<file path="src/hw/rtl/sm83_pkg.sv">
// Package for the SM83 eight-bit ALU: operation codes and payload structs.
// Depends on nothing; used by the core, the top level and the checker.
package sm83_pkg;

    localparam int unsigned OP_W = 5;

    typedef enum logic [OP_W-1:0] {
        OP_ADD  = 5'd0,
        OP_ADC  = 5'd1,
        OP_SUB  = 5'd2,
        OP_SBC  = 5'd3,
        OP_AND  = 5'd4,
        OP_XOR  = 5'd5,
        OP_OR   = 5'd6,
        OP_CP   = 5'd7,
        OP_INC  = 5'd8,
        OP_DEC  = 5'd9,
        OP_DAA  = 5'd10,
        OP_CPL  = 5'd11,
        OP_SCF  = 5'd12,
        OP_CCF  = 5'd13,
        OP_RLCA = 5'd14,
        OP_RRCA = 5'd15,
        OP_RLA  = 5'd16,
        OP_RRA  = 5'd17,
        OP_RLC  = 5'd18,
        OP_RRC  = 5'd19,
        OP_RL   = 5'd20,
        OP_RR   = 5'd21,
        OP_SLA  = 5'd22,
        OP_SRA  = 5'd23,
        OP_SWAP = 5'd24,
        OP_SRL  = 5'd25,
        OP_BIT  = 5'd26,
        OP_RES  = 5'd27,
        OP_SET  = 5'd28
    } op_t;

    // Shift kinds shared by the accumulator rotates and the CB group.
    typedef enum logic [2:0] {
        SH_RLC  = 3'd0,
        SH_RRC  = 3'd1,
        SH_RL   = 3'd2,
        SH_RR   = 3'd3,
        SH_SLA  = 3'd4,
        SH_SRA  = 3'd5,
        SH_SWAP = 3'd6,
        SH_SRL  = 3'd7
    } shift_t;

    localparam logic [7:0] DAA_LIMIT  = 8'h99;
    localparam logic [7:0] DAA_HIGH   = 8'h60;
    localparam logic [7:0] DAA_LOW    = 8'h06;
    localparam logic [3:0] NIBBLE_MAX = 4'h9;

    typedef struct packed {
        logic [OP_W-1:0] req_type;
        logic [7:0]      a_value;
        logic [7:0]      b_value;
        logic [2:0]      bit_index;
        logic            z_in;
        logic            n_in;
        logic            h_in;
        logic            c_in;
    } req_t;

    typedef struct packed {
        logic [7:0] result;
        logic       write_back;
        logic       z_out;
        logic       n_out;
        logic       h_out;
        logic       c_out;
    } rsp_t;

endpackage

</file>
<file path="src/hw/rtl/sm83_if.sv">
// Valid/ready channel interfaces for the request and result words of the ALU.
// Depends on nothing.
interface sm83_req_if;
    logic       valid;
    logic       ready;
    logic [4:0] req_type;
    logic [7:0] a_value;
    logic [7:0] b_value;
    logic [2:0] bit_index;
    logic       z_in;
    logic       n_in;
    logic       h_in;
    logic       c_in;

    modport source (
        output valid, req_type, a_value, b_value, bit_index, z_in, n_in, h_in, c_in,
        input  ready
    );
    modport sink (
        input  valid, req_type, a_value, b_value, bit_index, z_in, n_in, h_in, c_in,
        output ready
    );
endinterface

interface sm83_rsp_if;
    logic       valid;
    logic       ready;
    logic [7:0] result;
    logic       write_back;
    logic       z_out;
    logic       n_out;
    logic       h_out;
    logic       c_out;

    modport source (
        output valid, result, write_back, z_out, n_out, h_out, c_out,
        input  ready
    );
    modport sink (
        input  valid, result, write_back, z_out, n_out, h_out, c_out,
        output ready
    );
endinterface

</file>
<file path="src/hw/rtl/sm83_alu_core.sv">
// Combinational SM83 ALU datapath: one request word in, one result word out.
// Depends on sm83_pkg.
module sm83_alu_core
    import sm83_pkg::*;
(
    input  req_t req,
    output rsp_t rsp
);

    function automatic logic [8:0] shift_byte(
        input logic [2:0] kind,
        input logic [7:0] v,
        input logic       cin
    );
        logic [7:0] r;
        logic       c;
        begin
            case (kind)
                SH_RLC:  begin c = v[7]; r = {v[6:0], v[7]}; end
                SH_RRC:  begin c = v[0]; r = {v[0], v[7:1]}; end
                SH_RL:   begin c = v[7]; r = {v[6:0], cin}; end
                SH_RR:   begin c = v[0]; r = {cin, v[7:1]}; end
                SH_SLA:  begin c = v[7]; r = {v[6:0], 1'b0}; end
                SH_SRA:  begin c = v[0]; r = {v[7], v[7:1]}; end
                SH_SWAP: begin c = 1'b0; r = {v[3:0], v[7:4]}; end
                default: begin c = v[0]; r = {1'b0, v[7:1]}; end
            endcase
            return {c, r};
        end
    endfunction

    logic [7:0] a;
    logic [7:0] b;
    logic       cy_add;
    logic       cy_sub;
    logic [8:0] sum9;
    logic [4:0] sum_lo;
    logic [8:0] diff9;
    logic [4:0] diff_lo;
    logic [7:0] inc_val;
    logic [7:0] dec_val;
    logic [7:0] daa_adj;
    logic       daa_c;
    logic [7:0] daa_val;
    logic [2:0] acc_kind;
    logic [2:0] cb_kind;
    logic [8:0] acc_sh;
    logic [8:0] cb_sh;
    logic [7:0] bit_mask;
    logic [7:0] r;

    assign a = req.a_value;
    assign b = req.b_value;
    assign cy_add = (req.req_type == OP_ADC) && req.c_in;
    assign cy_sub = (req.req_type == OP_SBC) && req.c_in;

    // The ninth bit of the subtraction is the borrow out.
    assign sum9    = {1'b0, a} + {1'b0, b} + {8'd0, cy_add};
    assign sum_lo  = {1'b0, a[3:0]} + {1'b0, b[3:0]} + {4'd0, cy_add};
    assign diff9   = {1'b0, a} - {1'b0, b} - {8'd0, cy_sub};
    assign diff_lo = {1'b0, a[3:0]} - {1'b0, b[3:0]} - {4'd0, cy_sub};
    assign inc_val = a + 8'd1;
    assign dec_val = a - 8'd1;

    always_comb
    begin
        daa_adj = 8'd0;
        daa_c   = req.c_in;
        if (req.h_in || (!req.n_in && (a[3:0] > NIBBLE_MAX)))
        begin
            daa_adj = DAA_LOW;
        end
        if (req.c_in || (!req.n_in && (a > DAA_LIMIT)))
        begin
            daa_adj = daa_adj | DAA_HIGH;
            daa_c   = 1'b1;
        end
    end

    assign daa_val  = req.n_in ? (a - daa_adj) : (a + daa_adj);
    assign acc_kind = 3'(req.req_type - OP_RLCA);
    assign cb_kind  = 3'(req.req_type - OP_RLC);
    assign acc_sh   = shift_byte(acc_kind, a, req.c_in);
    assign cb_sh    = shift_byte(cb_kind, a, req.c_in);
    assign bit_mask = 8'd1 << req.bit_index;

    always_comb
    begin
        r              = a;
        rsp.write_back = 1'b1;
        rsp.z_out      = req.z_in;
        rsp.n_out      = req.n_in;
        rsp.h_out      = req.h_in;
        rsp.c_out      = req.c_in;
        case (req.req_type)
            OP_ADD, OP_ADC:
            begin
                r         = sum9[7:0];
                rsp.z_out = (sum9[7:0] == 8'd0);
                rsp.n_out = 1'b0;
                rsp.h_out = sum_lo[4];
                rsp.c_out = sum9[8];
            end
            OP_SUB, OP_SBC, OP_CP:
            begin
                r              = diff9[7:0];
                rsp.z_out      = (diff9[7:0] == 8'd0);
                rsp.n_out      = 1'b1;
                rsp.h_out      = diff_lo[4];
                rsp.c_out      = diff9[8];
                rsp.write_back = (req.req_type != OP_CP);
            end
            OP_AND:
            begin
                r         = a & b;
                rsp.z_out = ((a & b) == 8'd0);
                rsp.n_out = 1'b0;
                rsp.h_out = 1'b1;
                rsp.c_out = 1'b0;
            end
            OP_XOR:
            begin
                r         = a ^ b;
                rsp.z_out = ((a ^ b) == 8'd0);
                rsp.n_out = 1'b0;
                rsp.h_out = 1'b0;
                rsp.c_out = 1'b0;
            end
            OP_OR:
            begin
                r         = a | b;
                rsp.z_out = ((a | b) == 8'd0);
                rsp.n_out = 1'b0;
                rsp.h_out = 1'b0;
                rsp.c_out = 1'b0;
            end
            OP_INC:
            begin
                r         = inc_val;
                rsp.z_out = (inc_val == 8'd0);
                rsp.n_out = 1'b0;
                rsp.h_out = (inc_val[3:0] == 4'h0);
            end
            OP_DEC:
            begin
                r         = dec_val;
                rsp.z_out = (dec_val == 8'd0);
                rsp.n_out = 1'b1;
                rsp.h_out = (dec_val[3:0] == 4'hF);
            end
            OP_DAA:
            begin
                r         = daa_val;
                rsp.z_out = (daa_val == 8'd0);
                rsp.h_out = 1'b0;
                rsp.c_out = daa_c;
            end
            OP_CPL:
            begin
                r         = ~a;
                rsp.n_out = 1'b1;
                rsp.h_out = 1'b1;
            end
            OP_SCF:
            begin
                rsp.write_back = 1'b0;
                rsp.n_out      = 1'b0;
                rsp.h_out      = 1'b0;
                rsp.c_out      = 1'b1;
            end
            OP_CCF:
            begin
                rsp.write_back = 1'b0;
                rsp.n_out      = 1'b0;
                rsp.h_out      = 1'b0;
                rsp.c_out      = ~req.c_in;
            end
            OP_RLCA, OP_RRCA, OP_RLA, OP_RRA:
            begin
                r         = acc_sh[7:0];
                rsp.z_out = 1'b0;
                rsp.n_out = 1'b0;
                rsp.h_out = 1'b0;
                rsp.c_out = acc_sh[8];
            end
            OP_RLC, OP_RRC, OP_RL, OP_RR, OP_SLA, OP_SRA, OP_SWAP, OP_SRL:
            begin
                r         = cb_sh[7:0];
                rsp.z_out = (cb_sh[7:0] == 8'd0);
                rsp.n_out = 1'b0;
                rsp.h_out = 1'b0;
                rsp.c_out = cb_sh[8];
            end
            OP_BIT:
            begin
                rsp.write_back = 1'b0;
                rsp.z_out      = ((a & bit_mask) == 8'd0);
                rsp.n_out      = 1'b0;
                rsp.h_out      = 1'b1;
            end
            OP_RES:
            begin
                r = a & ~bit_mask;
            end
            OP_SET:
            begin
                r = a | bit_mask;
            end
            default:
            begin
                // Unassigned codes behave as a no-operation.
                rsp.write_back = 1'b0;
            end
        endcase
        rsp.result = r;
    end

endmodule

</file>
<file path="src/hw/rtl/sm83_alu_8bit_unit.sv">
// SM83 eight-bit ALU, two-stage valid/ready pipeline.
// Each accepted word is held in req_reg, passes through the core and is held in rsp_reg, which drives rsp.
// Throughput: one word per cycle; the ALU is a single pass between two registers.
// Output back-pressure stalls the input only once both stages hold a word; no bubbles.
// Reset (rst_n low, asynchronous) empties both stages; payload is not cleared.
// Depends on sm83_pkg, sm83_if and sm83_alu_core.
module sm83_alu_8bit_unit
    import sm83_pkg::*;
(
    input  logic            clk,
    input  logic            rst_n,
    sm83_req_if.sink        req,
    sm83_rsp_if.source      rsp
);

    req_t req_reg;
    req_t req_next;
    logic in_valid_reg;
    rsp_t rsp_reg;
    rsp_t rsp_next;
    logic out_valid_reg;
    logic out_free;
    logic in_free;

    assign out_free = !out_valid_reg || rsp.ready;
    assign in_free  = !in_valid_reg || out_free;
    assign req.ready = in_free;

    assign req_next.req_type  = req.req_type;
    assign req_next.a_value   = req.a_value;
    assign req_next.b_value   = req.b_value;
    assign req_next.bit_index = req.bit_index;
    assign req_next.z_in      = req.z_in;
    assign req_next.n_in      = req.n_in;
    assign req_next.h_in      = req.h_in;
    assign req_next.c_in      = req.c_in;

    sm83_alu_core u_core (
        .req (req_reg),
        .rsp (rsp_next)
    );

    always_ff @(posedge clk or negedge rst_n)
    begin
        if (!rst_n)
        begin
            in_valid_reg  <= 1'b0;
            out_valid_reg <= 1'b0;
        end
        else
        begin
            if (in_free)
            begin
                in_valid_reg <= req.valid;
            end
            if (out_free)
            begin
                out_valid_reg <= in_valid_reg;
            end
        end
    end

    always_ff @(posedge clk)
    begin
        if (in_free && req.valid)
        begin
            req_reg <= req_next;
        end
        if (out_free && in_valid_reg)
        begin
            rsp_reg <= rsp_next;
        end
    end

    assign rsp.valid      = out_valid_reg;
    assign rsp.result     = rsp_reg.result;
    assign rsp.write_back = rsp_reg.write_back;
    assign rsp.z_out      = rsp_reg.z_out;
    assign rsp.n_out      = rsp_reg.n_out;
    assign rsp.h_out      = rsp_reg.h_out;
    assign rsp.c_out      = rsp_reg.c_out;

endmodule

</file>
<file path="src/flat_wrapper.sv">
// flat-port wrapper written by rule: the top's interface ports become plain ports
module sm83_alu_8bit_unit_flat import sm83_pkg::*;
  (clk, rst_n, req_valid, req_req_type, req_a_value, req_b_value, req_bit_index, req_z_in, req_n_in, req_h_in, req_c_in, req_ready, rsp_valid, rsp_result, rsp_write_back, rsp_z_out, rsp_n_out, rsp_h_out, rsp_c_out, rsp_ready);
  sm83_req_if req_i ();
  sm83_rsp_if rsp_i ();
  input  logic clk;
  input  logic rst_n;
  input wire logic [$bits(req_i.valid)-1:0] req_valid;
  input wire logic [$bits(req_i.req_type)-1:0] req_req_type;
  input wire logic [$bits(req_i.a_value)-1:0] req_a_value;
  input wire logic [$bits(req_i.b_value)-1:0] req_b_value;
  input wire logic [$bits(req_i.bit_index)-1:0] req_bit_index;
  input wire logic [$bits(req_i.z_in)-1:0] req_z_in;
  input wire logic [$bits(req_i.n_in)-1:0] req_n_in;
  input wire logic [$bits(req_i.h_in)-1:0] req_h_in;
  input wire logic [$bits(req_i.c_in)-1:0] req_c_in;
  output wire logic [$bits(req_i.ready)-1:0] req_ready;
  output wire logic [$bits(rsp_i.valid)-1:0] rsp_valid;
  output wire logic [$bits(rsp_i.result)-1:0] rsp_result;
  output wire logic [$bits(rsp_i.write_back)-1:0] rsp_write_back;
  output wire logic [$bits(rsp_i.z_out)-1:0] rsp_z_out;
  output wire logic [$bits(rsp_i.n_out)-1:0] rsp_n_out;
  output wire logic [$bits(rsp_i.h_out)-1:0] rsp_h_out;
  output wire logic [$bits(rsp_i.c_out)-1:0] rsp_c_out;
  input wire logic [$bits(rsp_i.ready)-1:0] rsp_ready;
  assign req_i.valid = req_valid;
  assign req_i.req_type = req_req_type;
  assign req_i.a_value = req_a_value;
  assign req_i.b_value = req_b_value;
  assign req_i.bit_index = req_bit_index;
  assign req_i.z_in = req_z_in;
  assign req_i.n_in = req_n_in;
  assign req_i.h_in = req_h_in;
  assign req_i.c_in = req_c_in;
  assign req_ready = req_i.ready;
  assign rsp_valid = rsp_i.valid;
  assign rsp_result = rsp_i.result;
  assign rsp_write_back = rsp_i.write_back;
  assign rsp_z_out = rsp_i.z_out;
  assign rsp_n_out = rsp_i.n_out;
  assign rsp_h_out = rsp_i.h_out;
  assign rsp_c_out = rsp_i.c_out;
  assign rsp_i.ready = rsp_ready;
  sm83_alu_8bit_unit u_core (.clk(clk), .rst_n(rst_n), .req(req_i), .rsp(rsp_i));
endmodule
</file>
<file path="config.mk">
export PLATFORM = sky130hd
export DESIGN_NAME = sm83_alu_8bit_unit_flat
export DESIGN_NICKNAME = d
export VERILOG_FILES = /design/src/hw/rtl/sm83_pkg.sv /design/src/hw/rtl/sm83_if.sv /design/src/hw/rtl/sm83_alu_core.sv /design/src/hw/rtl/sm83_alu_8bit_unit.sv /design/src/flat_wrapper.sv
export SDC_FILE = /design/constraint.sdc
export NUM_CORES = 1
export LEC_CHECK = 0
export CAP_MARGIN = 40
export CORE_MARGIN = 2
export CORE_UTILIZATION = 55
export CTS_CLUSTER_DIAMETER = 80
export CTS_CLUSTER_SIZE = 12
export DETAILED_ROUTE_END_ITERATION = 8
export DONT_BUFFER_PORTS = 1
export GPL_ROUTABILITY_DRIVEN = 0
export GPL_TIMING_DRIVEN = 0
export HOLD_SLACK_MARGIN = 0.05
export PLACE_DENSITY = 0.81
export SETUP_SLACK_MARGIN = 0.5
export SLEW_MARGIN = 20
export SYNTH_ARGS = -nofsm -noshare
export SYNTH_HDL_FRONTEND = slang
export SYNTH_SLANG_ARGS = --single-unit
</file>
<file path="constraint.sdc">
create_clock -name clk -period 4.38 [get_ports clk]
set_clock_uncertainty 0.05 [all_clocks]
set_input_delay 0.438 -clock clk [delete_from_list [all_inputs] [get_ports clk]]
set_output_delay 0.438 -clock clk [all_outputs]
set_load 0.05 [all_outputs]
</file>
==> impl_metrics.env <==
export IMPL_final_cell_area_um2=5190
export IMPL_cellPowerDensity_nw_per_um2=273
export IMPL_crit_end="u_core.rsp.result[4]$_DFFE_PP_"
export IMPL_r2r_start="u_core.req_reg[0]$_DFFE_PP_"
export IMPL_cts_tree="done"
export IMPL_grt_max_degree=29
export IMPL_wirelength_um=16200
export IMPL_finalSetupTns_ns=0
export IMPL_drc=2
export IMPL_violations="design-rule violations"
export IMPL_ys_seq_area_share_pct=26.4
export IMPL_synthToLayoutAreaGrowth_pct=6.88
export IMPL_detail_route_antenna_nets=0
export IMPL_crit_chain="nor2b_2 > nand3_1 > fa_1 > fa_1 > o21ai_1 > nor2b_2 > xor2_1 > o22a_1 > nand4_1 > nor4_1 > a21oi_1"
export IMPL_synth_area_leaders="edfxtp_1 25%, ha_1 11%, o21ai_0 4.2%"
export IMPL_r2r_end="u_core.rsp.result[4]$_DFFE_PP_"
export IMPL_drt_iter0_markers=1150
export IMPL_dieArea_um2=9590
export IMPL_antenna_found_initial=0
export IMPL_critPathKind="reg -> reg"
export IMPL_grt_remaining_overflow=0
export IMPL_first_global_vias=4671
export IMPL_syn_num_nets=666
export IMPL_grt_usage_pct=33.0
export IMPL_yosys_register_bits=43
export IMPL_placed_area_um2=4990
export IMPL_worstPathArrival_ns=3.75
export IMPL_synth_warnings=0
export IMPL_endpoint_kind="register"
export IMPL_viasPerCell=7.34
export IMPL_slowest_delay_ns=0.58
export IMPL_p_leak_nw=1.96
export IMPL_dr_pass1_iters=9
export IMPL_fin_crit_sh_pct=86.7
export IMPL_core_rowCount=34
export IMPL_rsz0062_at_grt="yes"
export IMPL_cts_buffers=5
export IMPL_netlist_instances=586
export IMPL_startpoint_type="register"
export IMPL_htreeDepth=2
export IMPL_outcome="finished, violations left"
export IMPL_largest_reg_flops=28
export IMPL_grt_pass1_wl_um=25100
export IMPL_final_common_cell="nor2_1"
export IMPL_yosys_area_top_type_share_pct=25.4
export IMPL_die_h_um=98.0
export IMPL_reg2reg_depth=11
export IMPL_ff2ff_setup_slack_ns=0.58
export IMPL_clk_latency_ns=0.30
export IMPL_synth_cell_area_um2=4850
export IMPL_ys_types=74
export IMPL_cts_sinks=43
export IMPL_n_fill_cell=738
export IMPL_worst_path_max_fanout=7
export IMPL_layoutNonFillerInstCount=707
export IMPL_start_util_pct=56.2
export IMPL_cts_buffer_depth=2
export IMPL_crit_required_ns=4.33
export IMPL_synth_edf_count=41
export IMPL_max_freq_mhz=263
export IMPL_antenna_cells=0
export IMPL_core_area_um2=8640
export IMPL_fin_util_pct=60.1
export IMPL_postSynthAreaPerCell_um2=8.28
export IMPL_holdWs_ns=0.172
export IMPL_drv_slew=0
export IMPL_worst_path_stages=11
export IMPL_drive_above_1_share_pct=8.85
export IMPL_vdd_drop_max_mv=0.152
export IMPL_cp_num_buf_inv=0
export IMPL_max_slew_worst_pin_slew_ns=0.807
export IMPL_vias=5187
export IMPL_synthFlopType="edfxtp_1"
export IMPL_chipWidth_um=98.0
export IMPL_hold_violations=0
export IMPL_yosysTopAreaCell="edfxtp_1"
export IMPL_cts_root_buf="clkbuf_8"
export IMPL_async_flop_share_pct=4.65
export IMPL_hold_path_class="in -> reg"
export IMPL_critical_path_slowest_cell="edfxtp_1"
export IMPL_routedWlPerCell_um=22.9
export IMPL_drv_cap=0
export IMPL_setup_viol=0
export IMPL_nNetsFinal=678
export IMPL_pin_count=47
export IMPL_portBuffers=0
export IMPL_path_delay_family="simple AND/OR/NAND/NOR gates"
export IMPL_relSlewSlack_pct=46.0
export IMPL_finalCriticalPeriod_ns=3.80
export IMPL_dp_cells=694
export IMPL_layout_common_cells="51 x nor2_1, 44 x ha_1, 41 x edfxtp_1"
export IMPL_clk_pin_slew_ns=0.08
export IMPL_hpwl_um=12200
export IMPL_crit_path_start="u_core.req_reg[0]$_DFFE_PP_"
[cell usage after synthesis (all sizes together), types with 4 or more instances]
library cell and number:
a31oi 9, clkbuf 24, o22ai 8, o211ai 10, fa 4, xnor2 19, a21o 7, nor3b 10
and2 6, nor4b 4, a22o 6, nor2 52, nand2b 14, o21ai 41, xor2 10, buf 15
o221ai 5, a21oi 33, nand3 12, nand2 39, inv 35, a211oi 4, o21a 9, nand4 12
edfxtp 41, mux2i 8, nor2b 9, nor4 13, nor3 12, ha 44, and3 6, o31ai 9
[layout make-up]
type / instances / area (µm²) / area share [%]
inverter: 36 / 143 / 2.75
clock buffer: 8 / 100 / 1.93
multi-input combinational: 468 / 3290 / 63.5
sequential: 43 / 1280 / 24.7
timing repair buffer: 5 / 40.0 / 0.772
tap: 108 / 135 / 2.60
buffer: 39 / 195 / 3.76
[stage by stage]
| step | setup slack [ns] | power [mW] |
|---|---|---|
| 2_1_floorplan | 0.723 | 0.951 |
| 3_3_place_gp | -0.171 | 1.07 |
| 3_5_place_dp | -0.230 | 1.09 |
| 4_1_cts | 0.507 | 1.38 |
| 5_1_grt | 0.461 | 1.47 |
| 6_report | 0.582 | 1.42 |
[power breakdown]
group / internal (mW) / switching, mW / leakage (nW)
Clock: 0.144 / 0.139 / 0.0515
Combinational: 0.202 / 0.356 / 1.49
Sequential: 0.496 / 0.0776 / 0.415
Total: 0.842 / 0.573 / 1.96
[layer usage]
metal / GRT usage (%) / wire, µm / vias up
met4: 14.5 / 1260 / 0
met3: 8.80 / 2350 / 159
met1: 43.5 / 5940 / 2312
met5: 0 / 0 / -
li1: - / - / 2203
met2: 50.9 / 6670 / 513
[how the worst min path moves through the flow]
stage | start | endpoint | slack [ns] | depth (start not counted)
2_1_floorplan | rst_n | u_core.in_valid_reg$_DFFE_PN0N_ | 0.09 | 0
3_3_place_gp | rst_n | u_core.rsp.valid$_DFFE_PN0P_ | 0.09 | 0
3_5_place_dp | rst_n | u_core.in_valid_reg$_DFFE_PN0N_ | 0.09 | 0
4_1_cts | req_req_type[2] | u_core.req_reg[25]$_DFFE_PP_ | 0.18 | 0
5_1_grt | req_req_type[3] | u_core.req_reg[26]$_DFFE_PP_ | 0.17 | 0
6_report | req_req_type[2] | u_core.req_reg[25]$_DFFE_PP_ | 0.17 | 0
[cell families after synthesis]
kind of cell               share of synthesized area (%)
and+or+nand+nor                                     22.0
adders and majority gates                           13.0
xor gates and xnor gates                            5.23
AOI/OAI and AO/OA                                   24.9
buffers and inverters                               6.37
muxes                                               2.11
DFF                                                 26.4
[what timing repair did]
item | 4_1_cts | 5_1_grt
hold endpoints to repair | 2 | 0
buffers inserted | 4 | 0
gates cloned | 0 | 0
hold buffers | 1 | 0
setup endpoints to repair | 6 | 8
resized for setup | 6 | 24
No activity file was read; power rests on OpenSTA's default activity.
